[config.mk]
export PLATFORM = sky130hd
export DESIGN_NAME = twis_ctrl
export DESIGN_NICKNAME = d
export VERILOG_FILES = /design/src/sv/twis_pkg.sv /design/src/sv/twis_ctrl.sv
export SDC_FILE = /design/constraint.sdc
export NUM_CORES = 1
export LEC_CHECK = 0
export BUFFER_PORTS_ARGS = -buffer_cell sky130_fd_sc_hd__buf_2
export CORE_AREA = 2 2 39 41
export DETAILED_ROUTE_END_ITERATION = 8
export DIE_AREA = 0 0 41 43
export HOLD_SLACK_MARGIN = 0.05
export SLEW_MARGIN = 30
export SYNTH_ARGS = -nofsm -noshare
export SYNTH_HDL_FRONTEND = slang
export SYNTH_SLANG_ARGS = --single-unit
[constraint.sdc]
create_clock -name clk -period 1.2 [get_ports clk]
set_input_delay 0.06 -clock clk [delete_from_list [all_inputs] [get_ports clk]]
set_output_delay 0.06 -clock clk [all_outputs]
set_load 0.005 [all_outputs]
[src/sv/twis_pkg.sv]
// ----------------------------------------------------------------------------
// twis_pkg: shared types and constants for the trie word insert/search block
// Item and result payloads, command codes, and the controller/datapath
// command and status bundles.
// ----------------------------------------------------------------------------
package twis_pkg;

    localparam int LETTER_W = 5;

    localparam logic CMD_INSERT = 1'b0;
    localparam logic CMD_SEARCH = 1'b1;

    typedef struct packed {
        logic                cmd;
        logic [LETTER_W-1:0] letter;
        logic                last_letter;
    } in_item_t;

    typedef struct packed {
        logic found;
        logic status;
    } out_item_t;

    // Controller to datapath
    typedef struct packed {
        logic clear;    // clearing pass: zero one link entry per cycle, and one mark while marks remain
        logic capture;  // take the item and start the child link read
        logic step;     // follow, allocate or flag using the link read data
        logic finish;   // read and possibly set the word end mark
        logic emit;     // load the result register and return to the root
    } ctrl_cmd_t;

    // Datapath to controller
    typedef struct packed {
        logic clear_done;
        logic last;
        logic out_free;
    } ctrl_stat_t;

endpackage

[src/sv/twis_ctrl.sv]
// ----------------------------------------------------------------------------
// twis_ctrl: sequencing state machine
// Runs the clearing pass after reset, then takes one letter at a time
// through capture, walk, and for the final letter, mark and result.
// ----------------------------------------------------------------------------
module twis_ctrl (
    input  logic                  clk,
    input  logic                  rst_n,
    input  logic                  in_valid,
    output logic                  in_ready,
    input  twis_pkg::ctrl_stat_t  stat,
    output twis_pkg::ctrl_cmd_t   cmd
);
    import twis_pkg::*;

    localparam logic [2:0] S_CLEAR = 3'd0;
    localparam logic [2:0] S_IDLE  = 3'd1;
    localparam logic [2:0] S_WALK  = 3'd2;
    localparam logic [2:0] S_MARK  = 3'd3;
    localparam logic [2:0] S_DONE  = 3'd4;

    logic [2:0] state_reg;
    logic [2:0] state_next;

    always_ff @(posedge clk or negedge rst_n)
    begin
        if (!rst_n)
        begin
            state_reg <= S_CLEAR;
        end
        else
        begin
            state_reg <= state_next;
        end
    end

    always_comb
    begin
        state_next  = state_reg;
        cmd         = '0;
        in_ready    = 1'b0;
        case (state_reg)
            S_CLEAR:
            begin
                cmd.clear = 1'b1;
                if (stat.clear_done)
                begin
                    state_next = S_IDLE;
                end
            end
            S_IDLE:
            begin
                in_ready = 1'b1;
                if (in_valid)
                begin
                    cmd.capture = 1'b1;
                    state_next  = S_WALK;
                end
            end
            S_WALK:
            begin
                cmd.step   = 1'b1;
                state_next = stat.last ? S_MARK : S_IDLE;
            end
            S_MARK:
            begin
                cmd.finish = 1'b1;
                state_next = S_DONE;
            end
            S_DONE:
            begin
                // hold until the result register can take the transfer
                if (stat.out_free)
                begin
                    cmd.emit   = 1'b1;
                    state_next = S_IDLE;
                end
            end
            default:
            begin
                state_next = S_CLEAR;
            end
        endcase
    end

endmodule

==> metrics.md <==
| Metric | Value |
|---|---|
| Status | `complete, no violations` |
| Commonest non-fill, non-tap cell in the layout | `buf_2` |
| Reg area | `78.83 um^2` |
| Syn Area/Cell | `10.07 um^2` |
| Area growth syn-to-layout | `45.56%` |
| CP Capture Type | `primary output` |
| Vias in the first global route | `169` |
| Register area share after synthesis | `35.50%` |
| Syn nets | `27` |
| GRT overflow | `0` |
| Synthesized area | `211.5 um^2` |
| Most frequent cells in the layout | `buf_2, clkbuf_4, dfrtp_2, nor4b_1, nand3b_1` |
| Die area | `1763 um^2` |
| Initial antenna violation count | `0` |
| Max Freq | `851.6 MHz` |
| Top cell type's share of synthesized area | `35.50%` |
| Antenna viol nets, final | `0` |
| Routed vias | `207` |
| TritonCTS clock tree | `yes` |
| CP max FO | `9` |
| Row count | `14` |
| Simple-gate area share of the yosys netlist | `46.75%` |
| Mux cell area share after synthesis | `0%` |
| Minimum clock period | `1.174 ns` |
| Max-slew violations | `0` |
| Maximum vdd drop | `0.8190 mV` |
| Setup Skew | `0.0006005 ns` |
| Final worst-path cycle share | `97.86%` |
| Via/cell ratio | `4.059` |
| Max-cap violation count | `0` |
| H-tree Lvls | `1` |
| Type of the tightest min-delay check | `in2reg` |
| Worst-Skew Late Latency | `0.23 ns` |
| Largest family of logic cells by synthesized area | `simple AND/OR/NAND/NOR gates` |
| Max reg flops | `3` |
| Synth cell types | `17` |
| CTS buffer count | `3` |
| Die height | `43 um` |
| Synth Area in Compound Gates | `6.509%` |
| TritonCTS sink count | `3` |
| Largest cells by area after synthesis | `dfrtp_1, nor4b_1, nand3b_1` |
| Slew margin rel. | `81.33%` |
| Largest area contributor in the netlist | `dfrtp_1` |
| Multi-input logic area | `112.6 um^2` |
| Worst slew pin tran | `0.2762 ns` |
| NumNets Final | `42` |
| Finished Layout Cells | `51` |
| Residual DRC | `0` |
| Fillers | `160` |
| DRT Pass-1 Iters | `2` |
| Fin. Hold Viols | `0` |
| Post-synthesis adder-cell area fraction | `0%` |
| Placed Area | `262.8 um^2` |
| Critical path, cell by cell | `nor4bb_1, buf_2` |
| Clock transition at the registers of the reported paths | `0.04 ns` |
| Initial cell density of the core | `15.28%` |
| Flops & latches, synth | `3` |
| Routed Wire Length | `488 um` |
| First-pass GRT wire length | `772 um` |
| Avg WL per Cell | `9.569 um` |
| Layout cells sized above 1 | `54.29%` |
| Root buffer cell | `clkbuf_4` |
| Final setup fails | `0` |
| DP Cell Count | `45` |
| GRT Util Overall | `7.243%` |
| Antenna diode count | `0` |
| CP Buf/Inv Count | `1` |
| Gp weighted congestion | `0.7108` |
| Core area | `1384 um^2` |
| Delay-heaviest family, CP | `flip-flops` |
| Synth Area in XOR/XNOR | `0%` |
| Initial DRC Count | `3` |
| Leak pwr | `0.1496 nW` |
| Largest net degree at the start of global routing | `12` |
| Worst Path Class, Setup | `reg2out` |
| Yosys warnings | `0` |
| Die Wd | `41 um` |
| Worst Path Required | `1.14 ns` |
| Slowest stage delay, CP | `0.45 ns` |
| Mapped Cells | `21` |
| Power Density | `2299 nW/um^2` |
| CP max-delay cell | `dfrtp_2` |
| Max clock buf depth | `2` |
| Post-route cell area | `307.8 um^2` |
| Data arrival time of the worst path | `1.11 ns` |
| Port bufs | `11` |
| RSZ-0062 raised after global routing | `yes` |
| Worst Setup Start Kind | `register` |
| Io pins | `12` |
==> worst paths after layout <==
kind / startpoint / end / slack (ns) / cells past startpoint
worst max-delay path: state_reg[2] / cmd[3] / 0.03 / 2
worst min-delay path: stat[1] / state_reg[1] / 0.09 / 3
worst max register to register: state_reg[1] / state_reg[0] / 0.08 / 3
worst min register to register: state_reg[2] / state_reg[1] / 0.53 / 1
max in group asynchronous: rst_n / state_reg[2] / 0.93 / 2
min in group asynchronous: rst_n / state_reg[1] / 0.15 / 2
==> logic make-up after synthesis <==
kind of cell,after synthesis
AND/OR/NAND/NOR,13
flip-flops,3
buffers and inverters,3
AO/OA/AOI/OAI,2
==> cell type report <==
class | count | area share (%)
flip-flops and latches | 3 | 25.61
clock buffers | 4 | 8.537
repair buffers | 13 | 22.76
well taps | 16 | 6.504
multi-input cells | 15 | 36.59
==> layer usage <==
| metal | global-route usage, % | vias up | wire [um] |
|---|---|---|---|
| met5 | 0 | - | 0 |
| met2 | 6.250 | 9 | 211 |
| met1 | 10.03 | 93 | 232 |
| met3 | 4.712 | 0 | 44 |
| met4 | 8.000 | 0 | 0 |
| li1 | - | 105 | - |
==> timing repair <==
item	4_1_cts	5_1_grt
hold endpoints to repair	3	0
endpoints found under the setup margin	2	5
hold buffers	1	0
pin swaps	0	1
buffers inserted	0	1
gates resized for setup	1	2
==> report_power, final <==
| group | leakage, nW | internal (mW) | switching [mW] | total, mW |
|---|---|---|---|---|
| Clock | 0.0150 | 0.125 | 0.0545 | 0.179 |
| Sequential | 0.0347 | 0.154 | 0.0889 | 0.243 |
| Combinational | 0.100 | 0.177 | 0.108 | 0.285 |
| Total | 0.150 | 0.456 | 0.251 | 0.708 |
==> stage by stage <==
step / setup slack (ns) / power [mW] / hold WS [ns] / setup TNS, ns / util, %
after floorplan: 0.1104 / 0.4306 / -0.2356 / 0 / -
after global placement: 0.1048 / 0.4978 / -0.1398 / 0 / 18.99
after detailed placement: 0.08736 / 0.5031 / -0.1419 / 0 / 18.99
after CTS: 0.007022 / 0.6953 / 0.08882 / 0 / 21.70
after global routing: -0.04173 / 0.7737 / 0.1067 / -0.04788 / 22.24
final: 0.02570 / 0.7077 / 0.09444 / 0 / 22.24
==> Yosys cell counts (all sizes together) <==
master,n
nor3b,1
nor4b,2
dfrtp,3
nor2,1
and2,1
and4bb,1
or2,2
a21oi,1
nor4bb,1
buf,3
nand3b,2
nor3,1
and3b,1
a211o,1
==> worst reg2reg max path, stage by stage (launching register included) <==
cell and delay [ns]:
dfrtp_2 0.43, clkbuf_2 0.15, nor4b_1 0.32, a211o_1 0.15
Power figures use the tool's default switching activity.
